**config.mk**
```make
export PLATFORM = sky130hd
export DESIGN_NAME = first_fit_segment_allocator
export DESIGN_NICKNAME = d
export VERILOG_FILES = /design/src/hdl/ffsa_pkg.sv /design/src/hdl/ffsa_map_ram.sv /design/src/hdl/first_fit_segment_allocator.sv
export SDC_FILE = /design/constraint.sdc
export NUM_CORES = 2
export LEC_CHECK = 0
export ABC_AREA = 1
export BUFFER_PORTS_ARGS = -buffer_cell sky130_fd_sc_hd__buf_2
export CAP_MARGIN = 20
export CELL_PAD_IN_SITES_DETAIL_PLACEMENT = 2
export CELL_PAD_IN_SITES_GLOBAL_PLACEMENT = 2
export CORE_MARGIN = 3
export CORE_UTILIZATION = 30
export CTS_BUF_LIST = sky130_fd_sc_hd__clkbuf_4 sky130_fd_sc_hd__clkbuf_8 sky130_fd_sc_hd__clkbuf_16
export CTS_CLUSTER_DIAMETER = 150
export DETAILED_ROUTE_END_ITERATION = 8
export HOLD_SLACK_MARGIN = 0.08
export MAX_ROUTING_LAYER = met4
export PLACE_DENSITY_LB_ADDON = 0.1
export RECOVER_POWER = 25
export SLEW_MARGIN = 20
export SYNTH_ARGS = -nofsm -noshare
export SYNTH_HDL_FRONTEND = slang
export SYNTH_SLANG_ARGS = --single-unit
```
**constraint.sdc**
```tcl
create_clock -name clk -period 53.3 [get_ports clk]
set_input_delay 7.995 -clock clk [delete_from_list [all_inputs] [get_ports clk]]
set_output_delay 7.995 -clock clk [all_outputs]
set_load 0.005 [all_outputs]
```
**src/hdl/ffsa_pkg.sv**
```systemverilog
// Shared types and codes for the first-fit segment allocator.
package ffsa_pkg;

  localparam int KIND_W  = 2;
  localparam int SIZE_W  = 11;
  localparam int OFFS_W  = 10;
  localparam int STAT_W  = 2;
  localparam int START_W = 10;

  localparam logic [KIND_W-1:0] KIND_ALLOC   = 2'd0;
  localparam logic [KIND_W-1:0] KIND_FREE    = 2'd1;
  localparam logic [KIND_W-1:0] KIND_COMPACT = 2'd2;

  localparam logic [STAT_W-1:0] STAT_OK        = 2'd0;
  localparam logic [STAT_W-1:0] STAT_NO_SPACE  = 2'd1;
  localparam logic [STAT_W-1:0] STAT_NOT_FOUND = 2'd2;

  typedef struct packed {
    logic [KIND_W-1:0] kind;
    logic [SIZE_W-1:0] size;
    logic [OFFS_W-1:0] offset;
  } req_item_t;

  typedef struct packed {
    logic [STAT_W-1:0]  status;
    logic [START_W-1:0] start_res;
  } rsp_item_t;

  // One unit of the pool: a segment starts here, and that segment is free.
  typedef struct packed {
    logic start;
    logic free;
  } map_entry_t;

  typedef enum logic [3:0] {
    S_IDLE,
    S_ALLOC_SCAN,
    S_ALLOC_TAIL,
    S_WR_USED,
    S_WR_SPLIT,
    S_FREE_CHK,
    S_COMPACT_SCAN,
    S_FINISH
  } alloc_state_t;

endpackage

```
**src/hdl/ffsa_map_ram.sv**
```systemverilog
// Segment map memory with a registered read port and a clearing pass after reset.
module ffsa_map_ram #(
  parameter int DEPTH = 1024,
  parameter int AW    = 10
) (
  input  logic                 clk,
  input  logic                 rst,
  input  logic                 rd_en,
  input  logic [AW-1:0]        rd_addr,
  output ffsa_pkg::map_entry_t rd_data,
  input  logic                 wr_en,
  input  logic [AW-1:0]        wr_addr,
  input  ffsa_pkg::map_entry_t wr_data,
  output logic                 ready
);
  import ffsa_pkg::*;

  map_entry_t mem [DEPTH];

  logic          clr_busy;
  logic [AW-1:0] clr_addr;
  logic          mem_we;
  logic [AW-1:0] mem_wa;
  map_entry_t    mem_wd;

  // The clearing pass owns the write port until every entry is written;
  // unit zero comes back as the single free segment.
  always_comb begin
    if (clr_busy) begin
      mem_we       = 1'b1;
      mem_wa       = clr_addr;
      mem_wd.start = (clr_addr == '0);
      mem_wd.free  = (clr_addr == '0);
    end else begin
      mem_we = wr_en;
      mem_wa = wr_addr;
      mem_wd = wr_data;
    end
  end

  always_ff @(posedge clk) begin
    if (rst) begin
      clr_busy <= 1'b1;
      clr_addr <= '0;
    end else if (clr_busy) begin
      if (clr_addr == AW'(DEPTH - 1)) begin
        clr_busy <= 1'b0;
      end else begin
        clr_addr <= clr_addr + 1'b1;
      end
    end
  end

  always_ff @(posedge clk) begin
    if (mem_we) begin
      mem[mem_wa] <= mem_wd;
    end
  end

  always_ff @(posedge clk) begin
    if (rd_en) begin
      rd_data <= mem[rd_addr];
    end
  end

  assign ready = !clr_busy;

endmodule

```
**src/hdl/first_fit_segment_allocator.sv**
```systemverilog
// First-fit segment allocator: control sequencer over the segment map memory.
//
//   channel | direction | handshake            | payload
//   --------+-----------+----------------------+--------------------------------
//   req     | in        | req_valid/req_ready  | kind, size, offset (req_item_t)
//   rsp     | out       | rsp_valid/rsp_ready  | status, start_res (rsp_item_t)
//
// Every unit of the pool has one map entry (segment start bit, free bit) in a
// single memory with one read and one write port and a registered read.
// An allocate streams the map from unit zero, one entry per cycle, and stops at
// the first free segment that is long enough; one write then marks the segment
// used, and a second write follows when a remainder is split off. A compact
// always walks the whole map and clears merged starts on the write port behind
// the reads. A free is one read and, when the unit starts a segment, one write.
// After reset a clearing pass writes all CAPACITY entries, one per cycle; no
// item is accepted until it ends. One item is worked on at a time. The result
// waits in an output register, and the block takes the next item while it
// waits; only a second finished result stalls behind an unread one.
module first_fit_segment_allocator #(
  parameter int CAPACITY = 1024
) (
  input  logic                clk,
  input  logic                rst,
  input  logic                req_valid,
  output logic                req_ready,
  input  ffsa_pkg::req_item_t req,
  output logic                rsp_valid,
  input  logic                rsp_ready,
  output ffsa_pkg::rsp_item_t rsp
);
  import ffsa_pkg::*;

  localparam int AW    = (CAPACITY > 1) ? $clog2(CAPACITY) : 1;
  localparam int CNT_W = AW + 1;
  // Common width for lengths, sizes and offsets so every compare is exact.
  localparam int CW    = (AW + 1 > SIZE_W + 1) ? AW + 1 : SIZE_W + 1;

  alloc_state_t state, state_next;

  // Memory port signals.
  logic          rd_en;
  logic [AW-1:0] rd_addr;
  map_entry_t    rd_data;
  logic          wr_en;
  logic [AW-1:0] wr_addr;
  map_entry_t    wr_data;
  logic          ram_ready;

  // Sequencer registers.
  logic [CNT_W-1:0]  cnt;        // next unit to read during a scan
  logic              rd_pend;    // rd_data holds the entry at rd_idx
  logic [AW-1:0]     rd_idx;
  logic [SIZE_W-1:0] req_size;
  logic [AW-1:0]     tgt;        // unit addressed by a free
  logic [AW-1:0]     seg_s;      // start of the segment being walked
  logic              seg_free;
  logic              prev_free;  // compact: last segment start seen was free
  logic              split;
  logic [AW-1:0]     cut;        // start of the split-off remainder
  logic [STAT_W-1:0] res_status;
  logic [START_W-1:0] res_start;

  // Combinational helpers.
  logic          req_fire;
  logic          in_range;
  logic          scan_issue;
  logic [CW-1:0] seg_end;
  logic [CW-1:0] seg_len;
  logic [CW-1:0] size_w;
  logic [CW-1:0] cut_sum;
  logic          fit;
  logic          alloc_hit;
  logic          last_idx;
  logic          merge;
  logic          rsp_load;

  ffsa_map_ram #(
    .DEPTH (CAPACITY),
    .AW    (AW)
  ) u_map (
    .clk     (clk),
    .rst     (rst),
    .rd_en   (rd_en),
    .rd_addr (rd_addr),
    .rd_data (rd_data),
    .wr_en   (wr_en),
    .wr_addr (wr_addr),
    .wr_data (wr_data),
    .ready   (ram_ready)
  );

  assign req_ready = (state == S_IDLE) && ram_ready;
  assign req_fire  = req_valid && req_ready;
  assign in_range  = (CW'(req.offset) < CW'(CAPACITY));

  assign scan_issue = ((state == S_ALLOC_SCAN) || (state == S_COMPACT_SCAN)) &&
                      (cnt < CNT_W'(CAPACITY));

  // A segment ends at the next start seen in the stream, or at the pool's end
  // once the stream is exhausted.
  assign seg_end   = (state == S_ALLOC_TAIL) ? CW'(CAPACITY) : CW'(rd_idx);
  assign seg_len   = seg_end - CW'(seg_s);
  assign size_w    = CW'(req_size);
  assign cut_sum   = CW'(seg_s) + size_w;
  assign fit       = seg_free && (seg_len >= size_w);
  assign alloc_hit = ((state == S_ALLOC_SCAN) && rd_pend && rd_data.start && fit) ||
                     ((state == S_ALLOC_TAIL) && fit);
  assign last_idx  = (rd_idx == AW'(CAPACITY - 1));

  // A free segment that directly follows a free segment loses its start.
  assign merge = (state == S_COMPACT_SCAN) && rd_pend && rd_data.start &&
                 rd_data.free && prev_free;

  assign rsp_load = (state == S_FINISH) && (!rsp_valid || rsp_ready);

  // Next state.
  always_comb begin
    state_next = state;
    unique case (state)
      S_IDLE: begin
        if (req_fire) begin
          unique case (req.kind)
            KIND_ALLOC:   state_next = (req.size == '0) ? S_FINISH : S_ALLOC_SCAN;
            KIND_FREE:    state_next = in_range ? S_FREE_CHK : S_FINISH;
            KIND_COMPACT: state_next = S_COMPACT_SCAN;
            default:      state_next = S_FINISH;
          endcase
        end
      end
      S_ALLOC_SCAN: begin
        if (alloc_hit) begin
          state_next = S_WR_USED;
        end else if (rd_pend && last_idx) begin
          state_next = S_ALLOC_TAIL;
        end
      end
      S_ALLOC_TAIL:   state_next = alloc_hit ? S_WR_USED : S_FINISH;
      S_WR_USED:      state_next = split ? S_WR_SPLIT : S_FINISH;
      S_WR_SPLIT:     state_next = S_FINISH;
      S_FREE_CHK:     state_next = S_FINISH;
      S_COMPACT_SCAN: begin
        if (rd_pend && last_idx) begin
          state_next = S_FINISH;
        end
      end
      S_FINISH: begin
        if (rsp_load) begin
          state_next = S_IDLE;
        end
      end
      default:        state_next = S_IDLE;
    endcase
  end

  // Memory port control.
  always_comb begin
    rd_en   = 1'b0;
    rd_addr = cnt[AW-1:0];
    wr_en   = 1'b0;
    wr_addr = rd_idx;
    wr_data = '0;
    unique case (state)
      S_IDLE: begin
        rd_en   = req_fire && (req.kind == KIND_FREE) && in_range;
        rd_addr = AW'(req.offset);
      end
      S_ALLOC_SCAN: begin
        rd_en = scan_issue;
      end
      S_COMPACT_SCAN: begin
        rd_en   = scan_issue;
        wr_en   = merge;
        wr_addr = rd_idx;
      end
      S_WR_USED: begin
        wr_en         = 1'b1;
        wr_addr       = seg_s;
        wr_data.start = 1'b1;
      end
      S_WR_SPLIT: begin
        wr_en         = 1'b1;
        wr_addr       = cut;
        wr_data.start = 1'b1;
        wr_data.free  = 1'b1;
      end
      S_FREE_CHK: begin
        wr_en         = rd_data.start;
        wr_addr       = tgt;
        wr_data.start = 1'b1;
        wr_data.free  = 1'b1;
      end
      default: begin
      end
    endcase
  end

  // Control registers.
  always_ff @(posedge clk) begin
    if (rst) begin
      state     <= S_IDLE;
      rd_pend   <= 1'b0;
      rsp_valid <= 1'b0;
    end else begin
      state   <= state_next;
      rd_pend <= rd_en;
      if (rsp_load) begin
        rsp_valid <= 1'b1;
      end else if (rsp_ready) begin
        rsp_valid <= 1'b0;
      end
    end
  end

  // Datapath registers.
  always_ff @(posedge clk) begin
    rd_idx <= rd_addr;
    if (req_fire) begin
      req_size   <= req.size;
      tgt        <= AW'(req.offset);
      cnt        <= '0;
      seg_s      <= '0;
      seg_free   <= 1'b0;
      prev_free  <= 1'b0;
      res_start  <= '0;
      if ((req.kind == KIND_ALLOC) && (req.size == '0)) begin
        res_status <= STAT_NO_SPACE;
      end else if ((req.kind == KIND_FREE) && !in_range) begin
        res_status <= STAT_NOT_FOUND;
      end else begin
        res_status <= STAT_OK;
      end
    end
    if (scan_issue) begin
      cnt <= cnt + 1'b1;
    end
    if ((state == S_ALLOC_SCAN) && rd_pend && rd_data.start && !fit) begin
      seg_s    <= rd_idx;
      seg_free <= rd_data.free;
    end
    if (alloc_hit) begin
      res_start  <= START_W'(seg_s);
      res_status <= STAT_OK;
      split      <= (seg_len > size_w);
      cut        <= cut_sum[AW-1:0];
    end else if (state == S_ALLOC_TAIL) begin
      res_status <= STAT_NO_SPACE;
    end
    if ((state == S_FREE_CHK) && !rd_data.start) begin
      res_status <= STAT_NOT_FOUND;
    end
    if ((state == S_COMPACT_SCAN) && rd_pend && rd_data.start && !merge) begin
      prev_free <= rd_data.free;
    end
    if (rsp_load) begin
      rsp.status    <= res_status;
      rsp.start_res <= res_start;
    end
  end

  // The read and write ports never touch the same entry in one cycle.
  a_no_rw_collision: assert property (@(posedge clk) disable iff (rst)
    (rd_en && wr_en) |-> (rd_addr != wr_addr))
    else $error("map read and write hit the same entry");

  // No scan read is still in flight when the sequencer is back at rest.
  a_idle_no_pend: assert property (@(posedge clk) disable iff (rst)
    (state == S_IDLE) |-> !rd_pend)
    else $error("stale map read pending in idle");

  // Unit zero always begins a segment, so compact never clears its start.
  a_merge_not_zero: assert property (@(posedge clk) disable iff (rst)
    merge |-> (rd_idx != '0))
    else $error("compact tried to merge unit zero");

  // A split remainder lies strictly above the segment it came from.
  a_split_above: assert property (@(posedge clk) disable iff (rst)
    (state == S_WR_SPLIT) |-> (cut > seg_s))
    else $error("split point not above segment start");

  // A nonzero start offset is only ever reported with a successful allocate.
  a_start_only_ok: assert property (@(posedge clk) disable iff (rst)
    rsp_valid |-> ((rsp.status == STAT_OK) || (rsp.start_res == '0)))
    else $error("start offset reported with a failing status");

endmodule

```
* Word level (Yosys, flattened, before mapping)
Memory sizes are Yosys's and may differ from the RTL's. A register that Yosys moved wholly into a read port is not among the register bits. Index checks and enable logic that the tools add are counted.
Operators by class: add/sub/neg operators 4, $lt $le $gt $ge 3, eq/ne operators 15, muxes and demuxes 38, bitwise logic cells 1, reduce and logical (&&, ||, !) cells 45
Operator list (count):
- $mux 10 | 5
- $mux 11 | 3
- $pmux 10 s3 | 1
- $pmux 4 s7 | 1
- $eq 10x10->1 const B | 2
- $mux 4 | 5
- $logic_and 1x1->1 | 19
- $eq 4x3->1 const B | 4
- $mux 1 | 13
- $ge 12x11->1 | 1
- $gt 12x11->1 | 1
- $reduce_bool 2->1 | 6
- $sub 11x10->12 | 1
- $add 11x1->11 const B | 1
- $logic_not 11->1 | 1
- $lt 11x11->1 const B | 1
- $add 10x1->10 const B | 1
- $add 10x10->10 | 1
- $logic_not 10->1 | 1
- $mux 2 | 5
- $pmux 3 s3 | 1
- $eq 4x2->1 const B | 2
- $reduce_or 2->1 | 4
- $mux 3 | 2
- other kinds (17) | 24
Storage, ports and cells: register bits after elaboration 106, RAM bits 2048, bits of input ports 27, output and inout bits 14, logic and storage cells 126, memories kept 1
Memories:
- u_map.mem | depth 1024, bits a word 2, read ports 1, clocked after Yosys merged registers in 1, write ports 1, RTL line ffsa_map_ram.sv:18 | map_entry_t mem [DEPTH];

* Depth between registers and ports, before layout
depth in word-level cells 9, mapped depth 30, mapped depth without buffers 29

* Hierarchy
From an unflattened synthesis, not the netlist that was laid out.
Second synthesis, totals: cell total of the unflattened synthesis 8632, area, all modules 93030.5 um^2
By module, submodules not included:
- ffsa_map_ram | instances 1, cells each 8079, area an instance 87908.1 um^2
- first_fit_segment_allocator | instances 1, cells each 553, area an instance 5122.4 um^2

* Worst setup path after synthesis
Ideal clock, no wire load.
kind register to register, from reg u_map.clr_busy, to mem u_map.mem[0][0] (netlist name), data pin, library setup time 8.305 ns, data arrival time 41.784 ns, slack 3.211 ns, stages on the path, launching flop included 3, buffers on the path 1, cells stage by stage dfxtp_1 clkbuf_1 o31ai_1
RTL lines:
- start: declaration | RTL line ffsa_map_ram.sv:20 | logic clr_busy;
- start signal: assignment | RTL line ffsa_map_ram.sv:43 | clr_busy <= 1'b1;
- start signal: assignment | RTL line ffsa_map_ram.sv:47 | clr_busy <= 1'b0;
- end: declaration | RTL line ffsa_map_ram.sv:18

==> reports/results.txt <==
CP required = 53820 ps
Die Y = 576 um
WS Path Type = flop to flop
Vias in the first global route = 77.1k
R2R Setup Slk = 38130 ps
Core area = 322000 um2
Vias = 70.6k
Layout Nets = 9752
Clk pin slew, worst setup/hold paths = 60 ps
Hold/Removal Path Class = flop to flop
Share of cells above drive strength 1 = 7.14%
Half-perimeter wire length after placement = 205000 um
Max Clk Rate = 0.0659 GHz
Finished Layout Cells = 14.2k
Placer Congestion = 0.776
Postcts setup bufs = 0
Synth Register Bits = 2155
EDFF count, synth = 2127
Die X = 576 um
Clk_skew = 43.1 ps
Fill cells = 34.6k
Detail-routed net length per standard cell = 26.1 um
Beginning of the critical path = state[2]
Place WS = 38950 ps
Detail Route Antenna Nets = 0
Fin crit share = 28.5%
RSZ-0062 raised after global routing = false
Worst hold endpoint = rsp[3]
Post-cts sizing count = 0
Fin. Hold Viols = 0
Clock Latency Late Sink = 890 ps
Starting Density = 30.3%
Synth unique cells = 51
R2R Path Start = state[2]
Initial DRC Count = 4484
Hold depth = 0
# DRC = 0
Post-synth top flop = edfxtp_1
MaxCap Viol Count = 15
Crit path max fanout = 183
Failing checks = capacitance limit, slew limit
Setup violators final = 0
CTS tree = built
Gr usage total = 22.7%
Congestion Overflow GR = 0
Pins Over Slew Limit = 1162
Root Driver = clkbuf_16
Num CTS Buffers = 272
Crit path DAT = 15680 ps
Avg Vias per Cell = 4.97
Antenna violations before repair = 35
Final Worst Setup Slack = 38130 ps
Post-Synthesis Cells = 9854
H-tree depth = 5
Register area share after synthesis = 66.0%
Largest net degree at the start of global routing = 188
Mapped Nets = 9920
First-pass GRT wire length = 540000 um
YS warnings = 0
Row cnt = 208
Hold_sp = res_start[3]
Endpoint class of the critical path = flop
Post-Route WL = 370000 um
Die outline area = 332000 um2
TNS Setup = 0 ps
Mapped cell area = 97600 um2
Post-layout util = 34.2%
Pwr Density = 36.4 nW/um2
Slew @ Worst Pin = 8340 ps
Startpoint Class = flop
I/O pins = 41
Worst reg-to-reg path cell count = 11
Clock sink count = 2155
Leak = 42.1 nW
Slew margin rel. = -456%
Avg Inst Size Synth = 9.90 um2
Reg-to-Reg End = u_map.mem[569][1]
Hold_buf cts = 0
Inst Count DP = 13.7k
VDD IR-drop max = 0.0208 mV
Synth async-reset ratio = 0%
Minimum clock period = 15170 ps
Area delta synth->final = 12.9%
Outcome = finished with violations
Initial DRT Pass Iterations = 6
Clk buf depth = 4
Port buffer count = 40
cells in the final DEF (no fill, tap or decap), types with 13 or more instances in the layout:
cell type / count
a21oi_1: 40
buf_2: 40
buf_4: 135
bufinv_16: 14
clkbuf_1: 16
clkbuf_16: 280
clkbuf_4: 62
clkinv_1: 61
clkinv_2: 46
dfxtp_1: 28
edfxtp_1: 2127
ha_1: 37
inv_1: 1120
inv_2: 17
nand2_1: 2834
nand2_4: 22
nand3_1: 1433
nor2_1: 1102
nor3_1: 32
o211ai_1: 125
o21ai_0: 159
xor2_1: 13
area by class of cell:
cell class	count	area [um2]	share of cell area, %
clock buffers	343	7490	6.80
diodes	9	22.5	0.0204
clock inverters	134	1060	0.959
repair buffers	201	1470	1.33
inverters	1146	4330	3.93
well taps	4305	5390	4.89
flip-flops and latches	2155	64400	58.5
multi-input cells	5910	26000	23.6
metrics by stage:
stage	hold WS, ps	total power [mW]	area [um2]
4_1_cts	421	4.06	110000
3_5_place_dp	408	2.23	102000
2_1_floorplan	400	2.23	97600
6_report	418	4.00	110000
5_1_grt	438	4.15	110000
3_3_place_gp	408	2.23	102000
flip-flops by register name (all words and copies together) (netlist names), 2 cells and up:
name            count
cnt                11
cut                10
rd_idx             10
req_size           11
res_start          10
res_status          2
rsp                12
seg_s              10
state               3
tgt                10
u_map.clr_addr     10
u_map.mem        2048
u_map.rd_data       2
kinds of logic (layout without fill, tap and decap cells):
group	Yosys count	in the layout	synth area share (%)
AND/OR/NAND/NOR	5491	5491	23.3
other	0	9	0
buffers and inverters	1789	1824	7.67
XOR/XNOR	20	20	0.179
AO/OA/AOI/OAI	360	360	2.31
adder cells (fa/ha/maj)	39	39	0.515
flip-flops	2155	2155	66.0
cells in the mapped netlist (3+ instances only):
| cell | instances | area [um2] |
|---|---|---|
| a211oi_1 | 4 | 30.0 |
| a21oi_1 | 40 | 200 |
| buf_1 | 47 | 176 |
| buf_2 | 374 | 1870 |
| buf_4 | 46 | 345 |
| buf_6 | 16 | 180 |
| clkbuf_1 | 160 | 601 |
| clkinv_1 | 3 | 11.3 |
| dfxtp_1 | 28 | 561 |
| edfxtp_1 | 2127 | 63900 |
| ha_1 | 37 | 463 |
| inv_1 | 1123 | 4220 |
| inv_2 | 17 | 63.8 |
| inv_4 | 3 | 18.8 |
| nand2_1 | 2852 | 10700 |
| nand2_2 | 9 | 56.3 |
| nand2_4 | 3 | 33.8 |
| nand3_1 | 1439 | 7200 |
| nand3_2 | 4 | 40.0 |
| nand4_1 | 12 | 75.1 |
| nor2_1 | 1098 | 4120 |
| nor2_2 | 10 | 62.6 |
| nor2_4 | 7 | 78.8 |
| nor3_1 | 32 | 160 |
| nor3_2 | 6 | 60.1 |
| nor4_1 | 11 | 68.8 |
| o211ai_1 | 125 | 938 |
| o21ai_0 | 162 | 811 |
| o21ai_1 | 7 | 35.0 |
| o21ai_2 | 4 | 35.0 |
| xnor2_1 | 7 | 61.3 |
| xor2_1 | 13 | 114 |
how the worst max path moves through the flow:
stage               depth (start not counted)                end  slack [ps]
global placement                           20   u_map.rd_data[1]       39040
global route                               11  u_map.mem[569][1]       36430
finish                                     11  u_map.mem[569][1]       38130
CTS                                        20   u_map.rd_data[1]       39900
floorplan                                   2    u_map.mem[0][0]        3210
detailed placement                         20   u_map.rd_data[1]       38950
metal layers:
metal	vias to the layer above	track usage (%)	wire, um
met2	1151	38.0	179000
met4	0	4.17	7050
met1	37000	30.0	170000
met5	-	-	0
li1	32100	-	-
met3	405	2.43	14100
worst max-delay path, cell delays in order (launching register included):
cell and delay (ps):
dfxtp_1 560, inv_1 190, nor2_1 980, nor2_1 430
nor2_1 390, clkinvlp_2 480, nand2_1 1960, clkbuf_1 5810
buf_4 1340, buf_12 680, buf_4 790, buf_4 920
power by group:
part | internal [mW] | leakage, nW | switching (mW)
combinational | 0.0479 | 18.5 | 0.225
clock | 1.06 | 4.30 | 0.745
sequential | 1.92 | 19.3 | 0.000847
Power figures use the tool's default switching activity.
